==> src/hdl/dmpa_pkg.sv <==
// Shared types and constants for the density matrix pair accumulator.
// No dependencies.
package dmpa_pkg;
  localparam int NumOrbitals = 32;
  localparam int Slots = 32;
  localparam int OrbLimit = (NumOrbitals > Slots) ? Slots : NumOrbitals;
  localparam int IdxW = 5;
  localparam int AddrW = 10;
  localparam int AccW = 56;
  localparam int CoefW = 24;
  localparam int ProdW = 48;
  localparam int QueueDepth = 4;
  localparam int QPtrW = 2;

  localparam logic [1:0] KIND_ACC = 2'd0;
  localparam logic [1:0] KIND_READ = 2'd1;
  localparam logic [1:0] KIND_CLEAR = 2'd2;

  typedef enum logic [1:0] {
    OP_DIAG = 2'd0,
    OP_SINGLE = 2'd1,
    OP_READ = 2'd2,
    OP_CLEAR = 2'd3
  } op_t;

  // One classified command for the back end.
  typedef struct packed {
    op_t op;
    logic [31:0] alpha_occ;
    logic [31:0] beta_occ;
    logic spin;
    logic [IdxW-1:0] row;
    logic [IdxW-1:0] col;
    logic negate;
    logic signed [ProdW-1:0] amount;
  } cmd_t;

  function automatic logic [IdxW:0] low_bit(input logic [31:0] m);
    logic [IdxW:0] r;
    r = '0;
    for (int k = 31; k >= 0; k--) begin
      if (m[k]) r = 6'(k);
    end
    return r;
  endfunction
endpackage

==> src/hdl/dmpa_front.sv <==
// Front end: multiplies coefficients, compares determinants and classifies.
// Depends on dmpa_pkg.
module dmpa_front import dmpa_pkg::*; (
  input  logic clk,
  input  logic rst,
  input  logic in_valid,
  output logic in_stall,
  input  logic [1:0] kind,
  input  logic [31:0] alpha_occ_i,
  input  logic [31:0] beta_occ_i,
  input  logic [31:0] alpha_occ_j,
  input  logic [31:0] beta_occ_j,
  input  logic signed [CoefW-1:0] coef_i,
  input  logic signed [CoefW-1:0] coef_j,
  input  logic [IdxW-1:0] read_row,
  input  logic [IdxW-1:0] read_col,
  input  logic read_spin,
  input  logic [15:0] thresh,
  output logic cmd_valid,
  input  logic cmd_stall,
  output cmd_t cmd
);
  // Stage 1 registers the raw item and the product.
  logic s1_valid;
  logic [1:0] s1_kind;
  logic [31:0] s1_ai, s1_bi, s1_aj, s1_bj;
  logic signed [ProdW-1:0] s1_prod;
  logic [IdxW-1:0] s1_row, s1_col;
  logic s1_spin;

  logic [31:0] bra, ket, only_bra, only_ket, between_mask;
  logic [IdxW:0] hole, part, lo, hi;
  logic one_b, one_k, negate, same_a, same_b;
  logic [ProdW-1:0] mag;
  cmd_t c;
  logic emit;

  assign in_stall = s1_valid && cmd_valid && cmd_stall;

  always_ff @(posedge clk) begin
    if (rst) begin
      s1_valid <= 1'b0;
    end else if (!in_stall) begin
      s1_valid <= in_valid;
    end
    if (!in_stall) begin
      s1_kind <= kind;
      s1_ai <= alpha_occ_i;
      s1_bi <= beta_occ_i;
      s1_aj <= alpha_occ_j;
      s1_bj <= beta_occ_j;
      s1_prod <= ProdW'(coef_i * coef_j);
      s1_row <= read_row;
      s1_col <= read_col;
      s1_spin <= read_spin;
    end
  end

  always_comb begin
    same_a = (s1_ai == s1_aj);
    same_b = (s1_bi == s1_bj);
    bra = same_b ? s1_ai : s1_bi;
    ket = same_b ? s1_aj : s1_bj;
    only_bra = bra & ~ket;
    only_ket = ket & ~bra;
    one_b = (only_bra != '0) && ((only_bra & (only_bra - 32'd1)) == '0);
    one_k = (only_ket != '0) && ((only_ket & (only_ket - 32'd1)) == '0);
    hole = low_bit(only_bra);
    part = low_bit(only_ket);
    lo = (hole < part) ? hole : part;
    hi = (hole < part) ? part : hole;
    // bits strictly between lo and hi
    between_mask = ((32'd1 << hi[4:0]) - 32'd1) & ~((32'd2 << lo[4:0]) - 32'd1);
    negate = ^(bra & between_mask);
    mag = s1_prod[ProdW-1] ? ProdW'(-s1_prod) : ProdW'(s1_prod);
    c = '0;
    c.amount = s1_prod;
    c.alpha_occ = s1_ai;
    c.beta_occ = s1_bi;
    emit = 1'b0;
    case (s1_kind)
      KIND_ACC: begin
        if (mag >= ProdW'(thresh)) begin
          if (same_a && same_b) begin
            c.op = OP_DIAG;
            emit = 1'b1;
          end else if (same_a || same_b) begin
            c.op = OP_SINGLE;
            c.spin = same_b ? 1'b0 : 1'b1;
            c.row = part[IdxW-1:0];
            c.col = hole[IdxW-1:0];
            c.negate = negate;
            emit = one_b && one_k && (part < 6'(OrbLimit)) && (hole < 6'(OrbLimit));
          end
        end
      end
      KIND_READ: begin
        c.op = OP_READ;
        c.row = s1_row;
        c.col = s1_col;
        c.spin = s1_spin;
        emit = 1'b1;
      end
      KIND_CLEAR: begin
        c.op = OP_CLEAR;
        emit = 1'b1;
      end
      default: emit = 1'b0;
    endcase
  end

  assign cmd_valid = s1_valid && emit;
  assign cmd = c;
endmodule

==> config.mk <==
export PLATFORM = sky130hd
export DESIGN_NAME = dmpa_front
export DESIGN_NICKNAME = d
export VERILOG_FILES = /design/src/hdl/dmpa_pkg.sv /design/src/hdl/dmpa_front.sv
export SDC_FILE = /design/constraint.sdc
export NUM_CORES = 2
export LEC_CHECK = 0
export BUFFER_PORTS_ARGS = -buffer_cell sky130_fd_sc_hd__buf_2
export CAP_MARGIN = 30
export CORE_MARGIN = 10
export CORE_UTILIZATION = 45
export DETAILED_ROUTE_END_ITERATION = 16
export PLACE_DENSITY = 0.68
export SKIP_CTS_REPAIR_TIMING = 1
export SLEW_MARGIN = 15
export SYNTH_ARGS = -nofsm -noshare
export SYNTH_HDL_FRONTEND = slang
export SYNTH_SLANG_ARGS = --single-unit
==> constraint.sdc <==
create_clock -name clk -period 11.35 [get_ports clk]
set_clock_uncertainty 0.15 [all_clocks]
set_input_delay 1.7025 -clock clk [delete_from_list [all_inputs] [get_ports clk]]
set_output_delay 1.7025 -clock clk [all_outputs]
set_load 0.1 [all_outputs]
# Word level (Yosys, flattened, before mapping)
# Index checks and enable logic that the tools add are counted.
[op_classes] add_sub_neg=5 multipliers=1 magnitude_cmp=4 n_eq_ne=4 n_shift=2 mux=83 bitwise=9 reduce_logical=17
[op_table] cell="$mux 6" n=62
[op_table] cell="$and 32x32->32" n=6
[op_table] cell="$sub 32x1->32 const B" n=4
[op_table] cell="$not 32->32" n=3
[op_table] cell="$eq 32x32->1" n=2
[op_table] cell="$logic_not 32->1" n=2
[op_table] cell="$mux 32" n=2
[op_table] cell="$reduce_bool 32->1" n=2
[op_table] cell="$ge 48x16->1" n=1
[op_table] cell="$mul 24x24->48" n=1
[op_table] cell="$mux 48" n=1
[op_table] cell="$neg 48->48" n=1
[op_table] cell="$mux 12" n=3
[op_table] cell="$reduce_xor 32->1" n=1
[op_table] cell="$shl 1x5->32 const A" n=1
[op_table] cell="$shl 2x5->32 const A" n=1
[op_table] cell="$pmux 11 s2" n=1
[op_table] cell="$mux 5" n=4
[op_table] cell="$lt 6x6->1 const B" n=2
[op_table] cell="$logic_and 1x1->1" n=9
[op_table] cell="$mux 1" n=8
[op_table] cell="$lt 6x6->1" n=1
[op_table] cell="$pmux 2 s3" n=1
[op_table] cell="$eq 2x1->1 const B" n=1
[op_table] cell="other kinds (5)" n=5
[word_totals] regBits=190 input_bits=209 out_inout_bits=128 elab_cells=135

# Depth between registers and ports, before layout
[logic_depth] depth_word=48 ltp_mapped=40 mapped_depth_nobuf=34

# Worst setup path before layout
# OpenSTA, ideal clock, no wires.
[synth_timing] kind="reg-to-output" start="register s1_bi[30]" end="output port in_stall" arrival_time_ns=12.349 required_time_ns=9.498 slack_ns=-2.852 path_stages_with_launch=26 path_buffers=8 path_cell_list="edfxtp_1 nor2b_1 or4b_1 nor4_1 nand4_2 buf_2 buf_6 buf_2 clkbuf_1 buf_1 clkbuf_1 buf_1 clkbuf_1 ha_1 o21bai_1 a2111oi_0 nand2_1 nor4b_1 o2111ai_1 or4_1 a2111oi_0 a31oi_1 o21bai_1 and3b_1 nand2_1 inv_1"
[synth_between] elab_chain_len=46 elab_cells_between_ends=95 cone_classes="add/sub: 2; order compare: 2; eq/ne: 1; mux: 70; bitwise: 6; reduce/logical: 14"
[synth_lines] element="start, declared" line="dmpa_front.sv:26" rtl="logic [31:0] s1_ai, s1_bi, s1_aj, s1_bj;"
[synth_lines] element="start signal, assigned" line="dmpa_front.sv:49" rtl="s1_bi <= beta_occ_i;"
[synth_lines] element="$eq 32x32->1" line="dmpa_front.sv:61" rtl="same_b = (s1_bi == s1_bj);"
[synth_lines] element="$mux 32" line="dmpa_front.sv:62" rtl="bra = same_b ? s1_ai : s1_bi;"
[synth_lines] element="$not 32->32" line="dmpa_front.sv:65" rtl="only_ket = ket & ~bra;"
[synth_lines] element="$and 32x32->32" line="dmpa_front.sv:65"
[synth_lines] element="$mux 5" line="dmpa_pkg.sv:42" rtl="if (m[k]) r = 6'(k);"
[synth_lines] element="$mux 6 (31 in a row)" line="dmpa_pkg.sv:42"
[synth_lines] element="$lt 6x6->1" line="dmpa_front.sv:93" rtl="emit = one_b && one_k && (part < 6'(OrbLimit)) && (hole < 6'(OrbLimit));"
[synth_lines] element="$logic_and 1x1->1 (2 in a row)" line="dmpa_front.sv:93"
[synth_lines] element="$mux 1" line="dmpa_front.sv:87" rtl="end else if (same_a || same_b) begin"
[synth_lines] element="$mux 1 (*)" line="dmpa_front.sv:84" rtl="if (same_a && same_b) begin"
[synth_lines] element="$mux 1 (*)" line="dmpa_front.sv:83" rtl="if (mag >= ProdW'(thresh)) begin"
[synth_lines] element="$pmux 1 s2 (*)" line="dmpa_front.sv:81" rtl="case (s1_kind)"
[synth_lines] element="$logic_and 1x1->1 (*)" line="dmpa_front.sv:112" rtl="assign cmd_valid = s1_valid && emit;"
[synth_lines] element="via cmd_valid" line="dmpa_front.sv:19" rtl="output logic cmd_valid,"
[synth_lines] element="$logic_and 1x1->1 (*) (2 in a row)" line="dmpa_front.sv:38" rtl="assign in_stall = s1_valid && cmd_valid && cmd_stall;"
[synth_lines] element="end, declared" line="dmpa_front.sv:7" rtl="output logic in_stall,"
# Mark *: on every way through the listed nets, which the timed path passes. The rest lies on a longest branch.

==> flow_summary_export.csv <==
group,metric,value,unit
status,status,"finished, final reports clean",
logic_synthesis,syn_avg_cell_area,9.37,sq um
logic_synthesis,synth_warnings,0,
worst_hold_path,holdCritPathClass,"reg -> reg",
clock_network,cts.clk_slew.worst_paths,0.08,ns
clock_network,cts_sinks,190,
grt,grt_max_degree,76,
sta,slew-limit-headroom,0.374,
flow_run,drv_cap,0,
logic_synthesis,synth.area.top_cells,"fa_1 36%, edfxtp_1 17%, inv_1 7.1%",
floorplan,die-width,293,um
clock_network,cts_tree,"done",
layout,syn2layout_area_growth,10.2,%
sta,finalHoldViolCount,0,
critical_path,cp.buffers_inverters,7,
floorplan,fp.dieH,293,um
logic_synthesis,synth_common_cells,"639 x inv_1, 607 x fa_1, 510 x nand2_1",
sta,worst_slew_pin_slew,0.916,ns
logic_synthesis,async_reset_ff_frac,0,
layout,final_cells,4846,
logic_synthesis,synth_top_area_frac,0.361,
drt,via_per_inst,5.69,
grt,grt_usage,0.268,
logic_synthesis,ys_types,102,
grt,grt_pass1_wl,176,mm
critical_path,path_class,"reg -> out",
floorplan,rows,100,
clock_network,worstSkewPairLatency,0.48,ns
floorplan,core_region_area,74300,sq um
floorplan,dieArea,86100,sq um
sta,rsz0062_at_grt,"no",
drt,routed_wirelength,116,mm
critical_path,worst_ep_arrival_time,9.01,ns
clock_network,root_buffer,"clkbuf_16",
critical_path,end_kind,"output pin",
drt,ant_nets,0,
grt,gr-total-overflow,0,
layout,num-nets-final,4843,
critical_path,crit_required,9.50,ns
sta,setup_viol,0,
drt,vias,27600,
logic_synthesis,synth_most_common_cell,"inv_1",
floorplan,start_util,0.453,
placed_design,numPortBuffers,336,
drt,first_iter_violations,2791,
placed_design,gp_congestion,1.01,
logic_synthesis,synth_flop_cell,"edfxtp_1",
drt,drc,0,
logic_synthesis,synth_seq_cells,190,
sta,period_needed,10.87,ns
placed_design,hpwl,95.2,mm
logic_synthesis,syn_nets,4573,
sta,fmax,92.0,MHz
sta,holdWs,0.665,ns
grt,grt_pass1_vias,28100,
logic_synthesis,synth_seq_area_share,0.169,
logic_synthesis,synth_edf_count,189,
grt,antenna_found_initial,3,
clock_network,cts_max_level,4,
placed_design,dp_cells,4813,
critical_path,path_max_fanout,57,
floorplan,boundaryPins,337,
sta,slew_viol_final,0,
clock_network,cts_made_buffers,17,
clock_network,cts_buffer_depth,2,
logic_synthesis,syn-cell-area,33700,sq um
critical_path,cpMaxStageDelayCell,"a21boi_0",
logic_synthesis,postSynthCellCount,3593,
critical_path,cp_top_family,"compound AO/OA/AOI/OAI gates",
sta,finalCritPeriodShare,0.957,
critical_path,slowest_delay,0.55,ns
layout,drive_gt1_frac,0.123,
logic_synthesis,post-synth-top-area-cell,"fa_1",
critical_path,crit_path_start_kind,"register",
sta,final.setup.tns,0,ns
drt,dr.pass1.iters,6,
drt,routedWlPerCell,24.0,um
per-stage QoR:
step | cell area, sq um | setup slack, ns | utilization
final | 37100 | 0.485 | 0.499
after global routing | 37100 | 0.0350 | 0.499
after CTS | 37100 | 0.270 | 0.499
after detailed placement | 36400 | 0.814 | 0.490
after global placement | 36400 | 0.979 | 0.490
after floorplan | 33700 | 0.313 | -
layout by cell type (no fill, tap or decap), drive strengths merged, types with 12 or more instances in the layout:
cell / count
buf: 386
nor2b: 61
or2: 12
a211oi: 22
nor2: 136
xor2: 15
nand2b: 108
o21bai: 14
nor3: 31
nor4: 29
a31oi: 16
edfxtp: 189
o21a: 16
xnor2: 87
clkbuf: 17
ha: 164
mux2i: 22
a21boi: 12
and2: 213
nand3: 40
inv: 647
o21ai: 126
nand2: 510
fa: 607
a21oi: 119
o31ai: 20
nand4: 21
a2111oi: 13
o211ai: 12
or3: 16
a21o: 32
final timing paths:
path         startpoint         to  slack [ns]  depth (start not counted)
max           s1_bi[30]    cmd[48]        0.48                         34
min            s1_valid   s1_valid        0.66                          3
max reg2reg   s1_ai[21]  s1_bj[25]        3.23                         19
min reg2reg    s1_valid   s1_valid        0.66                          3
worst register-to-register path: stages, from the launching register on:
cell and delay (ns):
edfxtp_1 0.67, o21ai_0 0.42, nor4_1 0.84, nand3_1 0.20, nor4_1 0.20, and2_1 0.29
inv_1 0.07, ha_1 0.29, o21bai_1 0.26, a2111oi_0 0.60, nand2_1 0.20, nor4b_1 0.37
o2111ai_1 0.16, or4_1 0.46, a2111oi_0 0.61, a31oi_1 0.40, o21bai_1 0.23, and3b_1 0.33
nand2_8 0.37, buf_4 0.61
logic make-up after synthesis:
| family | after synthesis | share of synthesized area |
|---|---|---|
| AND/OR/NAND/NOR | 1206 | 0.177 |
| buffers and inverters | 777 | 0.0885 |
| adder cells (fa/ha/maj) | 773 | 0.423 |
| AO/OA/AOI/OAI | 509 | 0.103 |
| flip-flops | 190 | 0.169 |
| XOR/XNOR | 108 | 0.0306 |
| multiplexers | 30 | 0.00922 |
layout make-up:
class	instances	area, sq um
well taps	969	1210
fillers	7044	37200
clock buffers	17	425
multi-input cells	2626	25000
inverters	642	2410
repair buffers	386	2100
diodes	1	2.50
clock inverters	15	208
flip-flops and latches	190	5700
sequential cells by signal (all words and copies together), names as in the netlist:
signal and cells:
s1_bi 32, s1_col 5, s1_ai 32, s1_bj 32, s1_spin 1, s1_kind 2
s1_valid 1, s1_aj 32, s1_prod 48, s1_row 5
routing by layer:
layer	wire length [um]	vias up	GRT usage
met3	12000	228	0.0577
met4	5140	4	0.107
met5	23	-	0
met2	49700	1517	0.401
met1	49200	13800	0.374
li1	-	12000	-
Power is not shown: default switching activity piles up to over one toggle a cycle in this logic, so the estimate is an artifact.
