==> config.mk <==
export PLATFORM = sky130hd
export DESIGN_NAME = dmpa_queue
export DESIGN_NICKNAME = d
export VERILOG_FILES = /design/src/hdl/dmpa_pkg.sv /design/src/hdl/dmpa_queue.sv
export SDC_FILE = /design/constraint.sdc
export NUM_CORES = 1
export LEC_CHECK = 0
export ABC_AREA = 1
export BUFFER_PORTS_ARGS = -buffer_cell sky130_fd_sc_hd__buf_2
export CAP_MARGIN = 25
export CORE_ASPECT_RATIO = 1.2
export CORE_UTILIZATION = 57
export CTS_BUF_LIST = sky130_fd_sc_hd__clkbuf_16
export CTS_CLUSTER_SIZE = 12
export DETAILED_ROUTE_END_ITERATION = 6
export PLACE_DENSITY = 0.88
export SLEW_MARGIN = 20
export SYNTH_ARGS = -nofsm -noshare
export SYNTH_HDL_FRONTEND = slang
export SYNTH_SLANG_ARGS = --single-unit
export TNS_END_PERCENT = 5
==> constraint.sdc <==
create_clock -name clk -period 8.4 [get_ports clk]
set_input_delay 1.68 -clock clk [delete_from_list [all_inputs] [get_ports clk]]
set_output_delay 1.68 -clock clk [all_outputs]
set_load 0.05 [all_outputs]
==> src/hdl/dmpa_pkg.sv <==
// Shared types and constants for the density matrix pair accumulator.
// No dependencies.
package dmpa_pkg;
  localparam int NumOrbitals = 32;
  localparam int Slots = 32;
  localparam int OrbLimit = (NumOrbitals > Slots) ? Slots : NumOrbitals;
  localparam int IdxW = 5;
  localparam int AddrW = 10;
  localparam int AccW = 56;
  localparam int CoefW = 24;
  localparam int ProdW = 48;
  localparam int QueueDepth = 4;
  localparam int QPtrW = 2;

  localparam logic [1:0] KIND_ACC = 2'd0;
  localparam logic [1:0] KIND_READ = 2'd1;
  localparam logic [1:0] KIND_CLEAR = 2'd2;

  typedef enum logic [1:0] {
    OP_DIAG = 2'd0,
    OP_SINGLE = 2'd1,
    OP_READ = 2'd2,
    OP_CLEAR = 2'd3
  } op_t;

  // One classified command for the back end.
  typedef struct packed {
    op_t op;
    logic [31:0] alpha_occ;
    logic [31:0] beta_occ;
    logic spin;
    logic [IdxW-1:0] row;
    logic [IdxW-1:0] col;
    logic negate;
    logic signed [ProdW-1:0] amount;
  } cmd_t;

  function automatic logic [IdxW:0] low_bit(input logic [31:0] m);
    logic [IdxW:0] r;
    r = '0;
    for (int k = 31; k >= 0; k--) begin
      if (m[k]) r = 6'(k);
    end
    return r;
  endfunction
endpackage

==> src/hdl/dmpa_queue.sv <==
// Short command queue between front and back ends.
// Depends on dmpa_pkg.
module dmpa_queue import dmpa_pkg::*; (
  input  logic clk,
  input  logic rst,
  input  logic wr_valid,
  output logic wr_stall,
  input  cmd_t wr_data,
  output logic rd_valid,
  input  logic rd_stall,
  output cmd_t rd_data
);
  cmd_t slots [QueueDepth];
  logic [QPtrW-1:0] wptr, rptr;
  logic [QPtrW:0] count;
  logic push, pop;

  assign wr_stall = (count == (QPtrW+1)'(QueueDepth));
  assign rd_valid = (count != '0);
  assign rd_data = slots[rptr];
  assign push = wr_valid && !wr_stall;
  assign pop = rd_valid && !rd_stall;

  always_ff @(posedge clk) begin
    if (rst) begin
      wptr <= '0;
      rptr <= '0;
      count <= '0;
    end else begin
      if (push) wptr <= wptr + 1'b1;
      if (pop) rptr <= rptr + 1'b1;
      count <= count + (QPtrW+1)'(push) - (QPtrW+1)'(pop);
    end
    if (push) slots[wptr] <= wr_data;
  end

  assert property (@(posedge clk) disable iff (rst) count <= (QPtrW+1)'(QueueDepth))
    else $error("queue overflow");
  assert property (@(posedge clk) disable iff (rst)
    (count == '0) |-> !pop) else $error("pop from empty queue");
  assert property (@(posedge clk) disable iff (rst)
    (push && !pop) |=> (count == $past(count) + 1'b1)) else $error("count lost push");
endmodule

======== Word-level counts from Yosys, hierarchy flattened ========
Memory sizes are Yosys's and may differ from the RTL's. A register that Yosys moved wholly into a read port is not among the register bits.
Cells that the tools add are included.
word-level totals
  memories ................................ 1
  input bits .............................. 130
  output and inout bits ................... 128
  RAM bits ................................ 504
  bits in latches ......................... 0
  word-level logic and storage cells ...... 18
  register bits ........................... 7
  bits in read-only memories .............. 0
operators by class
  order comparisons ....................... 0
  $mul .................................... 0
  bitwise logic cells ..................... 0
  reductions and logical operators ........ 5
  equal/unequal tests ..................... 1
  $add $sub $neg .......................... 4
  multiplexer cells ....................... 4
  shifts and indexed selects .............. 0
  divide/modulo/power cells ............... 0
memories
  name   depth  bits a word  rd ports  clocked after memory_dff  write ports  RTL line          RTL
  slots  4      126          1         1                         1            dmpa_queue.sv:13  cmd_t slots [QueueDepth];
operators with widths
  operator               count
  $add A2 B1 Y2 const B  2
  $mux W2                2
  $add A3 B1 Y3          1
  $eq A3 B3 Y1 const B   1
  $reduce_bool A3 Y1     1
  $sub A3 B1 Y3          1
  $logic_and A1 B1 Y1    2
  $logic_not A1 Y1       2
  $mux W1                2

======== Depth between registers and ports, before layout ========
Gate-level depths: netlist (run 1).
  depth in word-level cells ............... 5
  gate-level depth with buffers ........... 10
  depth with buffers taken out ............ 10

======== Worst setup path after synthesis (run 1) ========
OpenSTA, ideal clock, no wires.
  kind .................................... input to register
  start ................................... input wr_valid
  end ..................................... memory slots[0][0] in the netlist's numbering (enable)
  required time ........................... 7.787 ns
  cell stages on the path ................. 2
  data arrival time ....................... 7.034 ns
  slack ................................... 0.753 ns
  library setup time ...................... 0.613 ns
  cell sequence ........................... nand2_1 > nor2_1
on the way
  cells in the longest elaborated chain, start to end .. 3
RTL lines
  item                           RTL line          RTL
  start: declaration             dmpa_queue.sv:6   input logic wr_valid,
  $logic_and A1 B1 Y1            dmpa_queue.sv:21  assign push = wr_valid && !wr_stall;
  $mux W1                        dmpa_queue.sv:34  if (push) slots[wptr] <= wr_data;
  $mux W1 (not written as such)  dmpa_queue.sv:34
  end: declaration               dmpa_queue.sv:13
Every way passes these cells.

==> results.toml, run 1 <==
[sta]
final.period_utilization_pct = 60.6
setup_tns_ns = 0
slew-limit-headroom_pct = 36.9
finalClockSkew_ns = 0.0120
fmaxAchievable_ghz = 0.196
tightest_slew_ns = 0.946
finalCriticalPeriod_ns = 5.09
rsz0062_at_grt = "no"
finalSetupViolations = 0
hold_viol = 0
finalMaxSlewViolations = 0

[detailed_routing]
detail-route-antenna-nets = 0
drt-total-wl_mm = 40.5
viasPerCell = 5.80
drc = 0
drtPass1Iterations = 5
wl_per_cell_um = 20.2
routed-via-count = 11600
drtIter0Drc = 1156

[worst_setup_path]
crit_path_end_kind = "primary output"
r2r-end = "slots[0][105]"
r2r_slack_ns = 5.58
critical_path.top_delay_family = "buffers and inverters"
cpMaxStageDelayCell = "buf_4"
cp.arrival_ns = 3.41
crit-reg2reg-launch = "count[1]"
critPathBufInv = 3
worstPathRequired_ns = 6.72
path_class = "reg2out"
start_kind = "flop"
worstPathCellList = "inv_8 > buf_4 > o21ai_0 > o22ai_1 > buf_2"
r2r_cells = 6
worst-path-max-fanout = 160
cpPeakStageDelay_ns = 0.86

[final_layout]
instances_no_fill = 2005
fillCellCount = 2207
final_common_cell = "edfxtp_1"
final_cell_mix = "edfxtp_1, nor2_1, buf_2, o21ai_0, o22ai_1"
areaGrowthSynthToFinish_pct = 15.1
layout-drive-gt1-share_pct = 21.7
nets = 1666

[global_route]
grt_max_degree = 161
grt_pass1_vias = 11900
grt_overflow = 0
grt_pass1_wl_mm = 61.2
track_usage_pct = 23.5
antenna_found_initial = 11

[floorplanning]
num_rows = 73
initial_utilization_pct = 57.9
core_area_mm2 = 0.0331
io_pins = 258
die_x_um = 169
dieArea_mm2 = 0.0343
fp.dieH_um = 203

[yosys]
synthesis.area_mm2 = 0.0191
syn_inst = 1285
ys_warn_count = 0
avgSynthCellArea_um2 = 14.9
ys_ff_latch = 513
synth_cell_types = 20
ys_seq_area_share_pct = 80.0
synth_nets = 1422

[flow_run]
maxCapViolCount = 0

[cts]
cts_resized = 0
cts_setup_buffers = 0
clockRootBuffer = "clkbuf_16"
cts_num_sinks = 513
cts_buffer_depth = 3
cts_buffers = 50
cts_hold_buffers = 0
tritoncts = "done"
clock_latency_ns = 0.56
htree_num_levels = 2
clkTransAtPathRegs_ns = 0.06

[power_and_ir_drop]
p_comb_share_pct = 30.8
p_per_area_mw_per_mm2 = 337
p_leak_nw = 7.72
ir_drop_uv = 289
p_switching_mw = 2.78
swShare_pct = 37.4
p_clk_share_pct = 25.8
internal_power_mw = 4.65
pwr-share-seq_pct = 43.4

[worst_hold_path]
min_to = "rptr[0]"
min_from = "rptr[0]"
hp-class = "reg2reg"
min_path_cells = 2

[placement]
port_buffers = 257
post-dp-hpwl_mm = 22.4
dp.cells = 1927
gp_congestion = 0.744

[status]
status = "completed"
-- worst register-to-register path, stage by stage, from the launching register on --
cell     delay [ns]
dfxtp_1        0.41
nor2_1         0.10
nand2_1        0.16
nand2_1        0.28
nor2_4         0.17
buf_4          0.50
buf_4          0.79
-- Yosys cell counts, drive strengths merged --
master | number | area (µm²)
nand2 | 11 | 41.3
clkinv | 1 | 5.00
o22ai | 126 | 788
edfxtp | 504 | 15100
buf | 39 | 355
nor2 | 266 | 998
o21ai | 253 | 1270
nand3 | 3 | 15.0
ha | 6 | 75.1
clkbuf | 43 | 161
a21boi | 1 | 7.51
fa | 1 | 20.0
dfxtp | 9 | 180
inv | 17 | 71.3
a21oi | 5 | 25.0
-- registers in the layout (all words and copies together) (netlist names), named ones only --
name   cells
count      3
rptr       2
slots    504
wptr       2
-- routing by layer --
layer	vias up	share of wire (%)	global-route usage [%]
li1	5329	-	-
met1	5694	36	26.4
met2	505	52	41.3
met3	95	8.7	6.47
met4	10	3.2	10.7
met5	-	0.16	0
-- stage by stage --
step	cell area (µm²)	utilization, %	hold WS [ns]	setup slack (ns)	total power, mW
after detailed placement	20700	62.5	0.479	3.81	5.55
after CTS	22000	66.6	0.497	3.26	7.46
after global placement	20600	62.4	0.461	3.94	5.48
after floorplan	19100	-	0.448	0.753	5.05
after global routing	22000	66.6	0.533	3.04	7.71
final	22000	66.7	0.499	3.31	7.43
-- final cells by class --
cell class              count  area, µm²  area share [%]
clock inverters            21       92.6           0.420
inverters                  18       77.6           0.352
diodes                      6       15.0          0.0681
well taps                 450        563            2.55
multi-input cells         672       3270            14.8
repair buffers            274       1430            6.47
clock buffers              51       1280            5.79
flip-flops and latches    513      15300            69.5
-- power by group through the flow --
stage	sequential [mW]	combinational (mW)	clock, mW
5_1_grt	3.25	2.41	2.04
3_5_place_dp	3.28	2.28	0
3_3_place_gp	3.26	2.22	0
2_1_floorplan	3.27	1.78	0
4_1_cts	3.23	2.29	1.94
6_report	3.23	2.29	1.92
-- how the worst max path moves through the flow --
| stage | start | endpoint | depth (start not counted) |
|---|---|---|---|
| final | flop | rd_data[122] | 5 |
| after global routing | flop | rd_data[124] | 5 |
| after CTS | flop | rd_data[2] | 5 |
| after detailed placement | flop | rd_data[93] | 5 |
| after global placement | flop | rd_data[101] | 5 |
| after floorplan | wr_valid | slots[0][0] | 2 |
-- cells by family after synthesis --
logic type | after synthesis | share of synthesized area [%]
DFF | 513 | 80.0
adders and majority gates | 7 | 0.497
buffers and inverters | 100 | 3.10
and+or+nand+nor | 280 | 5.51
AOI/OAI and AO/OA | 385 | 10.9
Note: power is estimated with default switching activity, not from simulation.
==> run 2: changes to the inputs <==
- clock period: 8.4 -> 4.95 ns (I/O delays scaled with it)
==> run 2 against run 1 <==
  * Clock skew up 0.0026 ns
  * Worst setup slack worse by 2.3 ns
  * Clock power up 71%
  * Critical path type unchanged
  * Largest cell class unchanged
  * Final area up 0.27%
  * Cell count about the same
  * Critical endpoint is now rd_data[93]
  * Worst hold slack better by 0.0083 ns
==> results.toml, run 2 (synthesized netlist as in run 1, its figures left out) <==
[cts]
cts_num_sinks = 513
tritoncts = "done"
cts_setup_buffers = 0
cts_buffers = 49
cts_buffer_depth = 3
cts_hold_buffers = 0
clock_latency_ns = 0.56
htree_num_levels = 2
clkTransAtPathRegs_ns = 0.06
cts_resized = 0
clockRootBuffer = "clkbuf_16"

[worst_setup_path]
critPathBufInv = 2
crit_path_end_kind = "primary output"
critical_path.top_delay_family = "buffers and inverters"
start_kind = "flop"
r2r_cells = 10
cpMaxStageDelayCell = "dfxtp_4"
path_class = "reg2out"
worstPathCellList = "buf_4 > o21ai_0 > o22ai_1 > buf_2"
worst-path-max-fanout = 66
cpPeakStageDelay_ns = 0.76
crit-reg2reg-launch = "count[1]"
cp.arrival_ns = 2.90
worstPathRequired_ns = 3.96
r2r_slack_ns = 2.57
r2r-end = "count[2]"

[sta]
rsz0062_at_grt = "no"
timing.hold.ws_ns = 0.507
finalSetupViolations = 0
finalMaxSlewViolations = 0
finalCriticalPeriod_ns = 3.89
hold_viol = 0
finalClockSkew_ns = 0.0147
fmaxAchievable_ghz = 0.257
tightest_slew_ns = 1.08
final.period_utilization_pct = 78.6
setup_tns_ns = 0
slew-limit-headroom_pct = 28.3

[global_route]
grt_max_degree = 253
grt_overflow = 0
grt_pass1_wl_mm = 60.8
antenna_found_initial = 8
grt_pass1_vias = 11700
track_usage_pct = 23.2

[final_layout]
final_common_cell = "edfxtp_1"
largest_register_ffs = 504
largest_register = "slots"
final_cell_mix = "edfxtp_1, nor2_1, buf_2, o21ai_0, o22ai_1"
fillCellCount = 2215
top_regs = "slots (504), count (3)"
instances_no_fill = 2003
nets = 1665
layout-drive-gt1-share_pct = 21.7
areaGrowthSynthToFinish_pct = 15.4
utilization_pct = 66.8

[detailed_routing]
detail-route-antenna-nets = 0
routed-via-count = 11700
wl_per_cell_um = 20.2
drt-total-wl_mm = 40.4
drtPass1Iterations = 5
viasPerCell = 5.82
drc = 0
drtIter0Drc = 1026

[power_and_ir_drop]
p_per_area_mw_per_mm2 = 572
power_mw = 12.6
p_leak_nw = 7.74
ir_drop_uv = 539

[placement]
gp_congestion = 0.725
post-dp-hpwl_mm = 22.4
port_buffers = 257
dp.cells = 1927

[worst_hold_path]
min_from = "rptr[0]"
hp-class = "reg2reg"
min_path_cells = 2

[floorplanning]
core_area_mm2 = 0.0331
num_rows = 73
io_pins = 258
dieArea_mm2 = 0.0343
initial_utilization_pct = 57.9
fp.dieH_um = 203
die_x_um = 169

[status]
status = "completed"

[flow_run]
maxCapViolCount = 0
==> run 2: changes by cell type in the layout (fill, tap and decap cells not counted) <==
cell       before  now
inv_8           2    1
buf_12          1    5
clkinv_1        3    1
buf_4          16   12
clkinv_2        1    0
diode_2         6    7
bufinv_16       0    1
==> run 2: cell type report <==
| cell class | instances | area (µm²) | share of cell area, % |
|---|---|---|---|
| multi-input combinational | 672 | 3270 | 14.8 |
| sequential | 513 | 15300 | 69.3 |
| timing repair buffer | 274 | 1480 | 6.68 |
| clock inverter | 18 | 98.8 | 0.447 |
| inverter | 18 | 77.6 | 0.351 |
| antenna | 7 | 17.5 | 0.0793 |
| tap | 450 | 563 | 2.55 |
| clock buffer | 51 | 1280 | 5.78 |
==> run 2: worst max-delay path by stage <==
stage / startpoint / to / slack (ns) / cells after the start
2_1_floorplan: wr_valid / slots[0][0] / -2.01 / 2
3_3_place_gp: flop / rd_data[10] / 1.68 / 5
3_5_place_dp: flop / rd_data[93] / 1.65 / 4
4_1_cts: flop / rd_data[93] / 1.06 / 4
5_1_grt: flop / rd_data[93] / 0.90 / 4
6_report: flop / rd_data[93] / 1.06 / 4
==> run 2: worst reg2reg max path, cell delays in order, from the launching register on <==
cell and delay (ns):
dfxtp_1 0.35, nor2_1 0.18, nand2_1 0.19, nand2_1 0.39, ha_1 0.31, inv_1 0.06, ha_1 0.13, inv_1 0.05
fa_1 0.39, o21ai_0 0.17, nor2_1 0.06
==> run 2: where the power goes <==
part | switching (mW) | leakage, nW | internal, mW | total (mW)
clock | 1.41 | 0.729 | 1.87 | 3.28
sequential | 0.133 | 4.69 | 5.29 | 5.42
combinational | 3.15 | 2.32 | 0.786 | 3.93
==> run 2: per-stage QoR <==
stage	worst slack [ns]	area [µm²]
2_1_floorplan	-2.01	19100
3_3_place_gp	1.68	20700
3_5_place_dp	1.65	20700
4_1_cts	1.06	22100
5_1_grt	0.903	22100
6_report	1.06	22100
==> run 2: per-layer routing <==
metal	track usage, %	routed length [µm]	vias to the layer above
met5	0	37	-
met4	9.04	1140	6
met3	5.19	3370	82
li1	-	-	5329
met1	28.1	15200	5717
met2	40.3	20600	517
==> run 3: changes to the inputs <==
- clock period: 4.95 -> 3.85 ns (I/O delays scaled with it)
==> run 3 against run 2 <==
  * Final area rose by 0.45%
  * Via count rose by 0.94%
  * Die area did not move
  * Sequential share of layout area fell by 0.31 points
  * Non-clock buffer count fell by 1
  * Clock skew rose by 0.0023 ns
==> results.toml, run 3 (synthesized netlist as in run 1, its figures left out) <==
[detailed_routing]
drtIter0Drc = 1204
drtPass1Iterations = 5
wl_per_cell_um = 20.4
routed-via-count = 11800
detail-route-antenna-nets = 0
viasPerCell = 5.85
drt-total-wl_mm = 41.0
drc = 0

[placement]
place_ws_ns = 1.09
gp_congestion = 0.730
dp.cells = 1926
port_buffers = 257
post-dp-hpwl_mm = 22.0

[cts]
clkTransAtPathRegs_ns = 0.06
cts_buffer_depth = 3
tritoncts = "done"
htree_num_levels = 2
cts_num_sinks = 513
cts_setup_buffers = 0
cts_resized = 0
cts_buffers = 49
clockRootBuffer = "clkbuf_16"
clock_latency_ns = 0.55
cts_hold_buffers = 0

[final_layout]
nets = 1664
top_regs = "slots (504), count (3)"
largest_register = "slots"
register_area_mm2 = 0.0153
areaGrowthSynthToFinish_pct = 15.9
layout-drive-gt1-share_pct = 21.5
final_common_cell = "edfxtp_1"
final_cell_mix = "edfxtp_1, nor2_1, buf_2, o21ai_0, o22ai_1"
multi_input_area_mm2 = 0.00327
fillCellCount = 2162
instances_no_fill = 2011
utilization_pct = 67.1
largest_register_ffs = 504

[floorplanning]
core_area_mm2 = 0.0331
dieArea_mm2 = 0.0343
num_rows = 73
fp.dieH_um = 203
io_pins = 258
initial_utilization_pct = 57.9
die_x_um = 169

[global_route]
antenna_found_initial = 7
grt_max_degree = 253
grtUsageMet1_pct = 28.9
grt_pass1_wl_mm = 61.7
met3_usage_pct = 6.53
grt_overflow = 0
track_usage_pct = 23.5
busiest_layer = "met2"
use_met2_pct = 39.3
grt_pass1_vias = 11800

[worst_setup_path]
r2r_cells = 10
worst-path-max-fanout = 252
crit_path_end_kind = "primary output"
start_kind = "flop"
worstPathRequired_ns = 3.08
cp.arrival_ns = 2.69
path_class = "reg2out"

[power_and_ir_drop]
p_clk_share_pct = 26.1
p_switching_mw = 6.10
internal_power_mw = 10.3
p_comb_share_pct = 31.4
p_per_area_mw_per_mm2 = 737
ir_drop_uv = 576
pwr-share-seq_pct = 42.6
swShare_pct = 37.3
p_leak_nw = 7.78

[sta]
tightest_slew_ns = 1.16
fmaxAchievable_ghz = 0.289
slew-limit-headroom_pct = 22.8
rsz0062_at_grt = "no"
finalClockSkew_ns = 0.0169
hold_viol = 0
finalCriticalPeriod_ns = 3.46
finalMaxSlewViolations = 0
fin_ws_ns = 0.394
finalSetupViolations = 0
final.period_utilization_pct = 89.8

[worst_hold_path]
hp-class = "in2reg"
min_path_cells = 2

[status]
status = "completed"

[flow_run]
maxCapViolCount = 0
## run 3: changes by cell type in the layout (fill, tap and decap cells not counted)
cell / delta
buf_4: -7
buf_12: +6
diode_2: +2
inv_1: +5
clkinv_1: +2
## run 3: path summary, 6_finish.rpt
check / slack (ns) / end / startpoint
max: 0.39 / rd_data[99] / flop
min: 0.41 / count[1] / rst
max reg2reg: 1.49 / count[2] / count[1]
min reg2reg: 0.50 / rptr[0] / rptr[0]
## run 3: area by class of cell
class	instances	share of cell area (%)
Multi-Input combinational cell	672	14.7
Clock inverter	25	0.564
Inverter	18	0.349
Sequential cell	513	69.0
Timing Repair Buffer	273	6.96
Antenna cell	9	0.101
Tap cell	450	2.54
Clock buffer	51	5.75
## run 3: power groups by stage
stage / clock (mW) / combinational, mW / sequential (mW)
5_1_grt: 4.53 / 5.43 / 7.00
2_1_floorplan: 0 / 3.89 / 7.07
4_1_cts: 4.32 / 5.13 / 6.96
6_report: 4.26 / 5.13 / 6.96
3_3_place_gp: 0 / 4.99 / 7.04
3_5_place_dp: 0 / 5.10 / 7.07
## run 3: through the flow
stage | TNS [ns] | power [mW] | cell area, µm² | hold WS [ns]
final | 0 | 16.4 | 22200 | 0.405
after global routing | 0 | 17.0 | 22200 | 0.385
after CTS | 0 | 16.4 | 22200 | 0.372
after detailed placement | 0 | 12.2 | 20800 | 0.479
after global placement | 0 | 12.0 | 20800 | 0.466
after floorplan | -404.85 | 11.0 | 19200 | 0.448
## run 3: critical path, stage by stage, from the launching register on
cell	delay, ns
dfxtp_4	0.39
buf_12	0.63
o21ai_0	0.29
o22ai_1	0.24
buf_2	0.29
## run 3: routing by layer
layer / share of wire (%) / routed length [µm] / up-vias
met5: 0.098 / 40 / -
met3: 9.0 / 3710 / 80
met2: 50 / 20500 / 502
met4: 2.3 / 947 / 6
li1: - / - / 5329
met1: 39 / 15800 / 5843
